[src/rtl/core/tile_sprite_pixel_renderer_assert.svh]
// Assertion macros for the pixel renderer.
`ifndef TILE_SPRITE_PIXEL_RENDERER_ASSERT_SVH
`define TILE_SPRITE_PIXEL_RENDERER_ASSERT_SVH
`define TSPR_ASSERT_IMPL(label, clk, rst, a, c) \
  label: assert property (@(posedge clk) disable iff (rst) (a) |-> (c)) else $error("%m");
`define TSPR_ASSERT_NEXT(label, clk, rst, a, c) \
  label: assert property (@(posedge clk) disable iff (rst) (a) |=> (c)) else $error("%m");
`endif

[src/rtl/core/tspr_pkg.sv]
package tspr_pkg;
  typedef enum logic [1:0] {
    ACT_VRAM  = 2'd0,
    ACT_OAM   = 2'd1,
    ACT_DRAW  = 2'd2,
    ACT_NONE  = 2'd3
  } action_t;

  typedef enum logic [3:0] {
    ST_CLEAR, ST_IDLE, ST_MAP, ST_TLO, ST_THI, ST_SCAN, ST_SLO, ST_SHI, ST_SPHI, ST_DONE,
    ST_OUT
  } state_t;

  localparam logic [2:0] REG_MAP_SEL = 3'd0;
  localparam logic [2:0] REG_TILE_UNS = 3'd1;
  localparam logic [2:0] REG_SCY = 3'd2;
  localparam logic [2:0] REG_SCX = 3'd3;
  localparam logic [2:0] REG_BGP = 3'd4;
  localparam logic [2:0] REG_OBP0 = 3'd5;
  localparam logic [2:0] REG_OBP1 = 3'd6;

  localparam int SPRITE_BYTES = 160;
  localparam int TABLE_SPRITES = 40;

  // Read address selection for the shared video memory port.
  typedef enum logic [1:0] {
    RA_MAP, RA_BG_LO, RA_BG_HI, RA_SP
  } rsel_t;

  typedef struct packed {
    logic   load;       // capture the render request
    logic   vram_wr;
    logic   oam_wr;
    logic   clr_wr;
    rsel_t  rsel;
    logic   sp_hi;      // sprite high byte address
    logic   cap_tile;
    logic   cap_lo;
    logic   cap_bg;
    logic   scan_start;
    logic   scan_step;
    logic   scan_chk;   // check the fetched sprite entry
    logic   cap_slo;
    logic   finish;
  } cmd_t;

  typedef struct packed {
    logic clr_done;
    logic scan_hit;
    logic scan_end;
  } stat_t;

  function automatic logic [1:0] pal_map(input logic [7:0] pal, input logic [1:0] idx);
    pal_map = pal[{idx, 1'b0} +: 2];
  endfunction
endpackage

[src/rtl/core/tspr_ctrl.sv]
module tspr_ctrl (
  input  logic              clk,
  input  logic              rst,
  input  logic              in_valid,
  input  logic [1:0]        in_action,
  output logic              in_ready,
  output logic              out_valid,
  input  logic              out_ready,
  input  tspr_pkg::stat_t   stat,
  output tspr_pkg::cmd_t    cmd
);
  tspr_pkg::state_t state, state_next;

  always_ff @(posedge clk) begin
    if (rst) state <= tspr_pkg::ST_CLEAR;
    else state <= state_next;
  end

  always_comb begin
    state_next = state;
    cmd = '0;
    cmd.rsel = tspr_pkg::RA_MAP;
    in_ready = 1'b0;
    out_valid = 1'b0;
    unique case (state)
      tspr_pkg::ST_CLEAR: begin
        cmd.clr_wr = 1'b1;
        if (stat.clr_done) state_next = tspr_pkg::ST_IDLE;
      end
      tspr_pkg::ST_IDLE: begin
        in_ready = 1'b1;
        if (in_valid) begin
          if (in_action == tspr_pkg::ACT_VRAM) cmd.vram_wr = 1'b1;
          if (in_action == tspr_pkg::ACT_OAM) cmd.oam_wr = 1'b1;
          if (in_action == tspr_pkg::ACT_DRAW) begin
            cmd.load = 1'b1;
            state_next = tspr_pkg::ST_MAP;
          end
        end
      end
      tspr_pkg::ST_MAP: begin
        cmd.rsel = tspr_pkg::RA_MAP;
        state_next = tspr_pkg::ST_TLO;
      end
      tspr_pkg::ST_TLO: begin
        cmd.cap_tile = 1'b1;
        state_next = tspr_pkg::ST_THI;
      end
      tspr_pkg::ST_THI: begin
        cmd.rsel = tspr_pkg::RA_BG_LO;
        cmd.scan_start = 1'b1;
        state_next = tspr_pkg::ST_SCAN;
      end
      tspr_pkg::ST_SCAN: begin
        // Tile low byte was read last cycle; high byte read now.
        // The first sprite entry is fetched from the table in this cycle.
        cmd.rsel = tspr_pkg::RA_BG_HI;
        cmd.cap_lo = 1'b1;
        cmd.scan_step = 1'b1;
        state_next = tspr_pkg::ST_SLO;
      end
      tspr_pkg::ST_SLO: begin
        cmd.cap_bg = 1'b1;
        cmd.scan_chk = 1'b1;
        cmd.scan_step = !stat.scan_hit;
        cmd.rsel = tspr_pkg::RA_SP;
        if (stat.scan_hit || stat.scan_end) state_next = tspr_pkg::ST_SHI;
        else state_next = tspr_pkg::ST_DONE;
      end
      tspr_pkg::ST_DONE: begin
        // Walk the sprite table one entry a cycle.
        cmd.scan_chk = 1'b1;
        cmd.scan_step = !stat.scan_hit;
        cmd.rsel = tspr_pkg::RA_SP;
        if (stat.scan_hit || stat.scan_end) state_next = tspr_pkg::ST_SHI;
      end
      tspr_pkg::ST_SHI: begin
        // The winning sprite's tile and row are registered now; read its low byte.
        cmd.rsel = tspr_pkg::RA_SP;
        state_next = tspr_pkg::ST_SPHI;
      end
      tspr_pkg::ST_SPHI: begin
        cmd.rsel = tspr_pkg::RA_SP;
        cmd.sp_hi = 1'b1;
        cmd.cap_slo = 1'b1;
        state_next = tspr_pkg::ST_OUT;
      end
      tspr_pkg::ST_OUT: begin
        out_valid = 1'b1;
        cmd.finish = 1'b1;
        if (out_ready) state_next = tspr_pkg::ST_IDLE;
      end
      default: state_next = tspr_pkg::ST_IDLE;
    endcase
  end
endmodule

[config.mk]
export PLATFORM = sky130hd
export DESIGN_NAME = tspr_ctrl
export DESIGN_NICKNAME = d
export VERILOG_FILES = /design/src/rtl/core/tile_sprite_pixel_renderer_assert.svh /design/src/rtl/core/tspr_pkg.sv /design/src/rtl/core/tspr_ctrl.sv
export SDC_FILE = /design/constraint.sdc
export NUM_CORES = 1
export LEC_CHECK = 0
export BUFFER_PORTS_ARGS = -buffer_cell sky130_fd_sc_hd__buf_2
export CORE_AREA = 2 2 39 41
export CTS_BUF_LIST = sky130_fd_sc_hd__clkbuf_2
export DETAILED_ROUTE_END_ITERATION = 7
export DIE_AREA = 0 0 41 43
export PLACE_DENSITY = 0.69
export SYNTH_ARGS = -nofsm -noshare
export SYNTH_HDL_FRONTEND = slang
export SYNTH_SLANG_ARGS = --single-unit
[constraint.sdc]
create_clock -name clk -period 3.55 [get_ports clk]
set_input_delay 0.71 -clock clk [delete_from_list [all_inputs] [get_ports clk]]
set_output_delay 0.71 -clock clk [all_outputs]
set_load 0.1 [all_outputs]
# After elaboration in Yosys (flattened, before gate mapping)

Cells that the tools add are included.

Equality and inequality tests: 17
Muxes and demuxes: 23
Reduce and logical (&&, ||, !) cells: 7

Operator list:

| cell                                                                   | number |
|---|---|
| 4-bit case mux with 11 select lines                                    | 1 |
| 4-bit 2-to-1 mux                                                       | 6 |
| 4-bit by 3-bit equality test with 1-bit output (second input constant) | 4 |
| 4-bit equality test (second input constant)                            | 3 |
| 1-bit 2-to-1 mux                                                       | 12 |
| 2-bit != test (second input constant)                                  | 5 |
| 4-bit by 2-bit equality test with 1-bit output (second input constant) | 2 |
| 3-bit 2-to-1 mux                                                       | 2 |
| 2-bit case mux with 3 select lines                                     | 1 |
| 5-bit AND reduction                                                    | 1 |
| 4-bit by 1-bit equality test with 1-bit output (second input constant) | 1 |
| 4-bit logical NOT                                                      | 1 |
| 4-bit OR reduction                                                     | 1 |
| 2-bit by 1-bit equality test with 1-bit output (second input constant) | 1 |
| 2-bit equality test (second input constant)                            | 1 |
| 2-bit logical NOT                                                      | 1 |
| 1-bit case mux with 2 select lines                                     | 1 |
| 2-bit OR reduction                                                     | 1 |
| 1-bit logical NOT                                                      | 1 |
| 1-bit logical OR                                                       | 1 |

Register bits: 4
Input port bits: 9
Output and inout bits: 17
Word-level logic and storage cells: 48

# Longest topological paths before layout

Gate-level depths: netlist of the first run.

Depth in word-level cells: 4
Mapped depth: 5
Depth with buffers taken out: 4

# Least setup slack after synthesis of the first run

Ideal clock, no wire load.

Path kind: input port to output port
Start point: in in_action[0]
End point: out cmd[14] in the netlist's numbering
Data arrival time: 3.717 ns
Data required time: 2.840 ns
Path slack: -0.877 ns
Stages: 2
Path buffers: 0
Path through: nand3b_1 > nor4_1

RTL lines:

| what            | line            | text |
|---|---|---|
| start, declared | tspr_ctrl.sv:5  | `input logic [1:0] in_action,` |
| end, declared   | tspr_ctrl.sv:10 | `output tspr_pkg::cmd_t cmd` |

==> key figures, run 1 <==
Setup path
  – CP Data Arrival Time: roughly 1.9 ns
  – Worst Setup Start Kind: register
  – CP max-delay cell: dfxtp_1
  – Req. time, crit path: 2.84 ns
  – CP max FO: 22
  – Setup Crit Path Kind: register to output port
  – CP endpoint kind: output port
  – CP max stage delay: between 0.8 and 0.9 ns
  – Crit-path cells: nand2b_1 -> nor2_2 -> nor2_1 -> o22ai_2 -> buf_2

Synthesis
  – Seq/Total Area, Yosys: 16.6%
  – Synth Area in Simple Gates: 50.0%
  – Register bit total from synthesis: 4
  – Mapped Area: 483 um^2
  – Main synth FF type: dfxtp_1
  – Largest family of logic cells by synthesized area: simple AND/OR/NAND/NOR gates
  – Syn Area/Cell: 7.10 um^2
  – Ys async rst share: 0%
  – Adder-cell area share of the yosys netlist: 0%
  – Largest cells by area after synthesis: dfxtp_1 (17%), buf_4 (11%), nor2_1 (10%), nand2b_4 (5.7%), and4bb_1 (5.2%)
  – Netlist cell types: 29
  – Mux cell area share after synthesis: 0%
  – Yosys Warn Count: 0
  – Post-Synth XOR/XNOR Area: 0%
  – Post-synth top area share: 16.6%
  – Cells after synthesis: 68
  – Cell taking the most area after synthesis: dfxtp_1
  – Post-synth EDFFs: 0
  – Mapped Nets: 77
  – Compound-gate portion of the synthesized area: between 20% and 30%

Clock network
  – Reg clk slew, reported paths: 0.04 ns
  – Clock Path Buffers: 2
  – H-tree depth: 1
  – CTS tree: yes
  – Skew-Pair Late Insertion Delay: about 0.20 ns
  – Hold buffer count at CTS: 0
  – CTS root buffer: clkbuf_2
  – Num CTS Buffers: 3
  – Clk sinks: 4
  – Number of post-CTS setup repair buffers: 0
  – Post-CTS sizing: 0

Cells and area
  – Synth-to-layout area growth: 28.0%
  – Most frequent cells in the layout: buf_2 (25), nor2_1 (13), nor3_1 (5), nand2_1 (5), dfxtp_1 (4)
  – Final core utilization: between 40 and 50%
  – Largest reg by FF count: state
  – Leading cell type in the layout, fill and taps excluded: buf_2
  – Top flop regs: state: 4 flops
  – N_diodes: 0
  – Final Net Count: 100
  – Layout cells sized above 1: 42.7%
  – Number of flip-flops in the largest register: 4

Floorplanning
  – Initial Utilization: between 30% and 40%
  – Die X: 41 um
  – I/O pin total: 26
  – Die height: around 43 um
  – Die Footprint: 1760 um^2
  – Row count: 14
  – Core Region: 1380 um^2

Place
  – Gpl congestion: 0.818
  – IO buf count: 25
  – Pre-CTS WS: around 1.1 ns
  – HPWL after DPL: 917 um

Timing
  – Least-Margin Pin Slew: 0.762 ns
  – RSZ-0062 raised after global routing: no
  – Final setup vio count: 0
  – Tmin final: 2.63 ns
  – Worst setup margin: 0.919 ns
  – Tcrit/Tclk final: between 70% and 80%
  – Setup TNS: 0 ns
  – Final Skew: around 0.0018 ns
  – Max Slew Vio Count: 0
  – Rel. slew slack: 49.1%
  – Max frequency: 0.380 GHz
  – Hold Violations, Final: 0

Power and ir drop
  – Power Density: around 250 nW/um^2
  – VDD IR max: 0.118 mV
  – Leak pwr: 0.293 nW

Routing
  – Drt via density: 5.31
  – Wire length per cell: 11.2 um
  – Initial DRC Count: 10
  – Final ANT Viol Nets: 0
  – DR vias: 558
  – Router iterations before antenna repair: 4
  – WL final: 1.18 mm
  – DRC violations left: 0

Global routing
  – Gr ovfl total: 0
  – All-Layer GR Usage: 13.8%
  – Largest net degree at the start of global routing: 23
  – Initial antenna violation count: 0
  – First-pass GRT wire length: 1.71 mm
  – Vias in the first global route: 435

Run status
  – Outcome: finished, final reports clean

Worst hold path
  – Min-delay worst type: input port to register

Run
  – Maxcap violations: 0
## final timing paths
check,from,to,slack (ns),cells past startpoint
max,state[1]$_SDFFE_PP0P_,cmd[3],0.92,5
min,rst,state[3]$_SDFFE_PP0P_,0.73,2
max reg2reg,state[1]$_SDFFE_PP0P_,state[1]$_SDFFE_PP0P_,1.94,4
min reg2reg,state[0]$_SDFFE_PP0P_,state[0]$_SDFFE_PP0P_,0.81,3
## metal layers
metal	vias up	wire length, um	share of wire [%]	track usage [%]
met2	18	566	48	21.6
li1	292	-	-	-
met4	0	0	0	8.00
met1	248	518	44	17.3
met5	-	0	0	0
met3	0	93	7.9	1.57
## report_power, final
part	total, W	internal (W)	leakage (nW)	switching (W)
combinational	0.0000602	0.0000175	0.247	0.0000426
sequential	0.0000547	0.0000468	0.0326	0.00000792
clock	0.0000386	0.0000227	0.0125	0.0000159
total	0.000153	0.0000870	0.293	0.0000664
## synthesized netlist by cell type (all sizes together) (2+ instances only)
master	count
and4bb	2
nor2	14
nand2	5
nand2b	4
inv	2
o21ai	3
o22ai	3
dfxtp	4
nor3	7
nor4	2
buf	7
a21oi	3
## cell families (layout without fill, tap and decap cells)
kind of cell	after synthesis	after routing
simple gates	39	39
compound gates	16	16
buf+inv	9	30
flops	4	4
## layout make-up
class	count	area, um^2
fillers	153	766
multi-input cells	55	370
well taps	16	20.0
clock buffers	3	15.0
repair buffers	25	125
inverters	2	7.51
flip-flops and latches	4	80.1
## worst max-delay path, delay by kind of cell, from the launching register on
| family | cells | cell delay (ns) |
|---|---|---|
| flops | 1 | 0.81 |
| buf+inv | 1 | 0.44 |
| simple gates | 3 | 0.37 |
| compound gates | 1 | 0.10 |
## per-stage QoR
| stage | std cells | hold slack [ns] | power, W | area (um^2) |
|---|---|---|---|---|
| finish | 105 | 0.729 | 0.000153 | 618 |
| global route | 105 | 0.715 | 0.000165 | 618 |
| CTS | 105 | 0.706 | 0.000157 | 618 |
| detailed placement | 102 | 0.803 | 0.000116 | 603 |
| global placement | 102 | 0.779 | 0.000115 | 603 |
| floorplan | 68 | 0.680 | 0.000104 | 510 |
Note: power is estimated with default switching activity, not from simulation.
==> inputs of run 2 (changes only) <==
Clock period 3.55 ns to 2.7 ns, I/O delays scaled along.
==> run 2 against run 1 <==
Compared with the run above: wire length up 0.85%; sequential share of layout area is 0.20 points lower; global-route usage is 0.79 points higher; worst setup slack worse by 0.51 ns; register-to-register slack lost 0.61 ns; non-clock buffer count did not move; utilization rose by 3.5 points; die area is the same; first-iteration DRC count fell by 10%; via count fell by 2.0%; count of clock-buffer cells in the layout stayed put; largest cell class unchanged.
==> key figures, run 2 (same netlist as run 1, synthesis figures left out) <==
Routing
  – DR vias: 547 (-2.0%)
  – Final ANT Viol Nets: 0 (unchanged)
  – DRC violations left: 0 (unchanged)
  – Drt via density: 5.21 (-2.0%)
  – Initial DRC Count: 9 (-1)
  – Router iterations before antenna repair: 2 (-2)
  – Wire length per cell: 11.3 um (+0.85%)
  – WL final: 1.19 mm (+0.85%)

Timing
  – Tmin final: 2.29 ns
  – Worst setup margin: 0.414 ns (-0.505 ns)
  – Rel. slew slack: 67.6% (+18 points)
  – WHS: 0.553 ns (-0.177 ns)
  – Final setup vio count: 0 (unchanged)
  – Final Skew: 0.00582 ns (+0.00401 ns)
  – Hold Violations, Final: 0 (unchanged)
  – Max Slew Vio Count: 0 (unchanged)
  – Tcrit/Tclk final: 84.7%
  – RSZ-0062 raised after global routing: no
  – Least-Margin Pin Slew: 0.490 ns (-0.273 ns)
  – Max frequency: 0.437 GHz

Place
  – Pre-CTS WS: 0.635 ns (-0.513 ns)
  – Placed Area: 652 um^2 (+8.1%)
  – HPWL after DPL: 925 um (+0.89%)
  – IO buf count: 25 (unchanged)
  – Gpl congestion: 0.780 (-4.7%)

Power and ir drop
  – Power Density: 310 nW/um^2 (+25%)
  – Clock Power Share: 25.1% (about the same)
  – VDD IR max: 0.212 mV (+79%)
  – Net switching power: 0.0000906 W (+36%)
  – Leak pwr: 0.296 nW (+1.3%)
  – Logic pwr share: 39.4% (+0.2 points)
  – Final Power: 0.000207 W (+35%)
  – Flop pwr share: 35.5% (-0.2 points)
  – P_int: 0.000116 W (+33%)
  – Switching Fraction: 43.9% (+0.59 points)

Cells and area
  – Final Net Count: 100 (unchanged)
  – Layout fillers: 144 (-5.9%)
  – Leading cell type in the layout, fill and taps excluded: buf_2
  – Post-route cell area: 667 um^2 (+7.9%)
  – N_diodes: 0 (unchanged)
  – Synth-to-layout area growth: 38.1%
  – Final core utilization: 48.2% (+3.5 points)
  – Most frequent cells in the layout: buf_2 (25), nor2_1 (12), nand2_1 (5)
  – Largest reg by FF count: state
  – Top flop regs: state: 4 flops
  – Number of flip-flops in the largest register: 4 (unchanged)
  – Layout cells sized above 1: 55.1% (+12 points)

Global routing
  – Initial antenna violation count: 0 (unchanged)
  – Vias in the first global route: 428 (-1.6%)
  – Largest net degree at the start of global routing: 23 (unchanged)
  – Gr ovfl total: 0 (unchanged)
  – All-Layer GR Usage: 14.6% (+0.79 points)
  – First-pass GRT wire length: 1.81 mm (+6.0%)

Setup path
  – Worst Setup Start Kind: register
  – CP max stage delay: 0.61 ns (-0.20 ns)
  – CP endpoint kind: output port
  – Crit-path cells: nand2b_1 -> nor2_4 -> nor2_1 -> o22ai_2 -> buf_2
  – CP max FO: 22 (unchanged)
  – Worst path top cell family by delay: flip-flops
  – Req. time, crit path: 2.16 ns (-0.68 ns)
  – CP max-delay cell: dfxtp_2
  – Setup Crit Path Kind: register to output port
  – CP Data Arrival Time: 1.75 ns (-0.17 ns)
  – Crit path buffers/inverters: 1 (unchanged)

Floorplanning
  – I/O pin total: 26 (unchanged)
  – Die Footprint: 1760 um^2 (unchanged)
  – Core Region: 1380 um^2 (unchanged)
  – Initial Utilization: 34.9% (unchanged)
  – Row count: 14 (unchanged)
  – Die X: 41 um (unchanged)
  – Die height: 43 um (unchanged)

Clock network
  – Num CTS Buffers: 3 (unchanged)
  – CTS tree: yes
  – Reg clk slew, reported paths: 0.04 ns (about the same)
  – Hold buffer count at CTS: 0 (unchanged)
  – CTS root buffer: clkbuf_2
  – Post-CTS sizing: 0 (unchanged)
  – Clk sinks: 4 (unchanged)
  – H-tree depth: 1 (unchanged)
  – Skew-Pair Late Insertion Delay: 0.20 ns (about the same)
  – Number of post-CTS setup repair buffers: 0 (unchanged)
  – Clock Path Buffers: 2 (unchanged)

Run
  – Maxcap violations: 0 (unchanged)

Worst hold path
  – Min-delay worst type: input port to register

Run status
  – Outcome: finished, final reports clean
run 2: per-layer routing:
metal | GRT usage (%) | part of all wire, %
met1 | 19.8 | 47
met2 | 21.6 | 48
met3 | 3.14 | 4.0
met4 | 6.00 | 0
met5 | 0 | 0
run 2: path summary, 6_finish.rpt:
path / from / endpoint / slack [ns] / depth (start not counted)
worst min-delay path: rst / state[3]$_SDFFE_PP0P_ / 0.55 / 2
worst min register to register: state[0]$_SDFFE_PP0P_ / state[0]$_SDFFE_PP0P_ / 0.69 / 3
worst max register to register: state[1]$_SDFFE_PP0P_ / state[1]$_SDFFE_PP0P_ / 1.33 / 4
worst max-delay path: state[1]$_SDFFE_PP0P_ / cmd[3] / 0.41 / 5
run 2: final cells by class:
type / count / area (um^2) / area share [%]
Timing Repair Buffer: 25 / 125 / 18.8
Multi-Input combinational cell: 55 / 414 / 62.1
Inverter: 2 / 7.51 / 1.13
Clock buffer: 3 / 15.0 / 2.25
Tap cell: 16 / 20.0 / 3.00
Sequential cell: 4 / 85.1 / 12.8
run 2: worst register-to-register path, cell delays in order (launching register included):
cell and delay [ns]:
dfxtp_2 0.61, and4bb_1 0.30, a22oi_1 0.16, nand2_1 0.09, o21ai_1 0.13
run 2: per-stage QoR:
step	setup TNS (ns)	instances
final	0	105
after CTS	0	105
after global routing	0	105
after global placement	0	102
after detailed placement	0	102
after floorplan	-0.266	68
run 2: power groups by stage:
stage / sequential (W) / combinational [W] / clock, W
floorplan: 0.0000656 / 0.0000758 / 0
global placement: 0.0000742 / 0.0000808 / 0
detailed placement: 0.0000742 / 0.0000818 / 0
CTS: 0.0000731 / 0.0000820 / 0.0000572
global route: 0.0000745 / 0.0000867 / 0.0000589
finish: 0.0000732 / 0.0000814 / 0.0000519
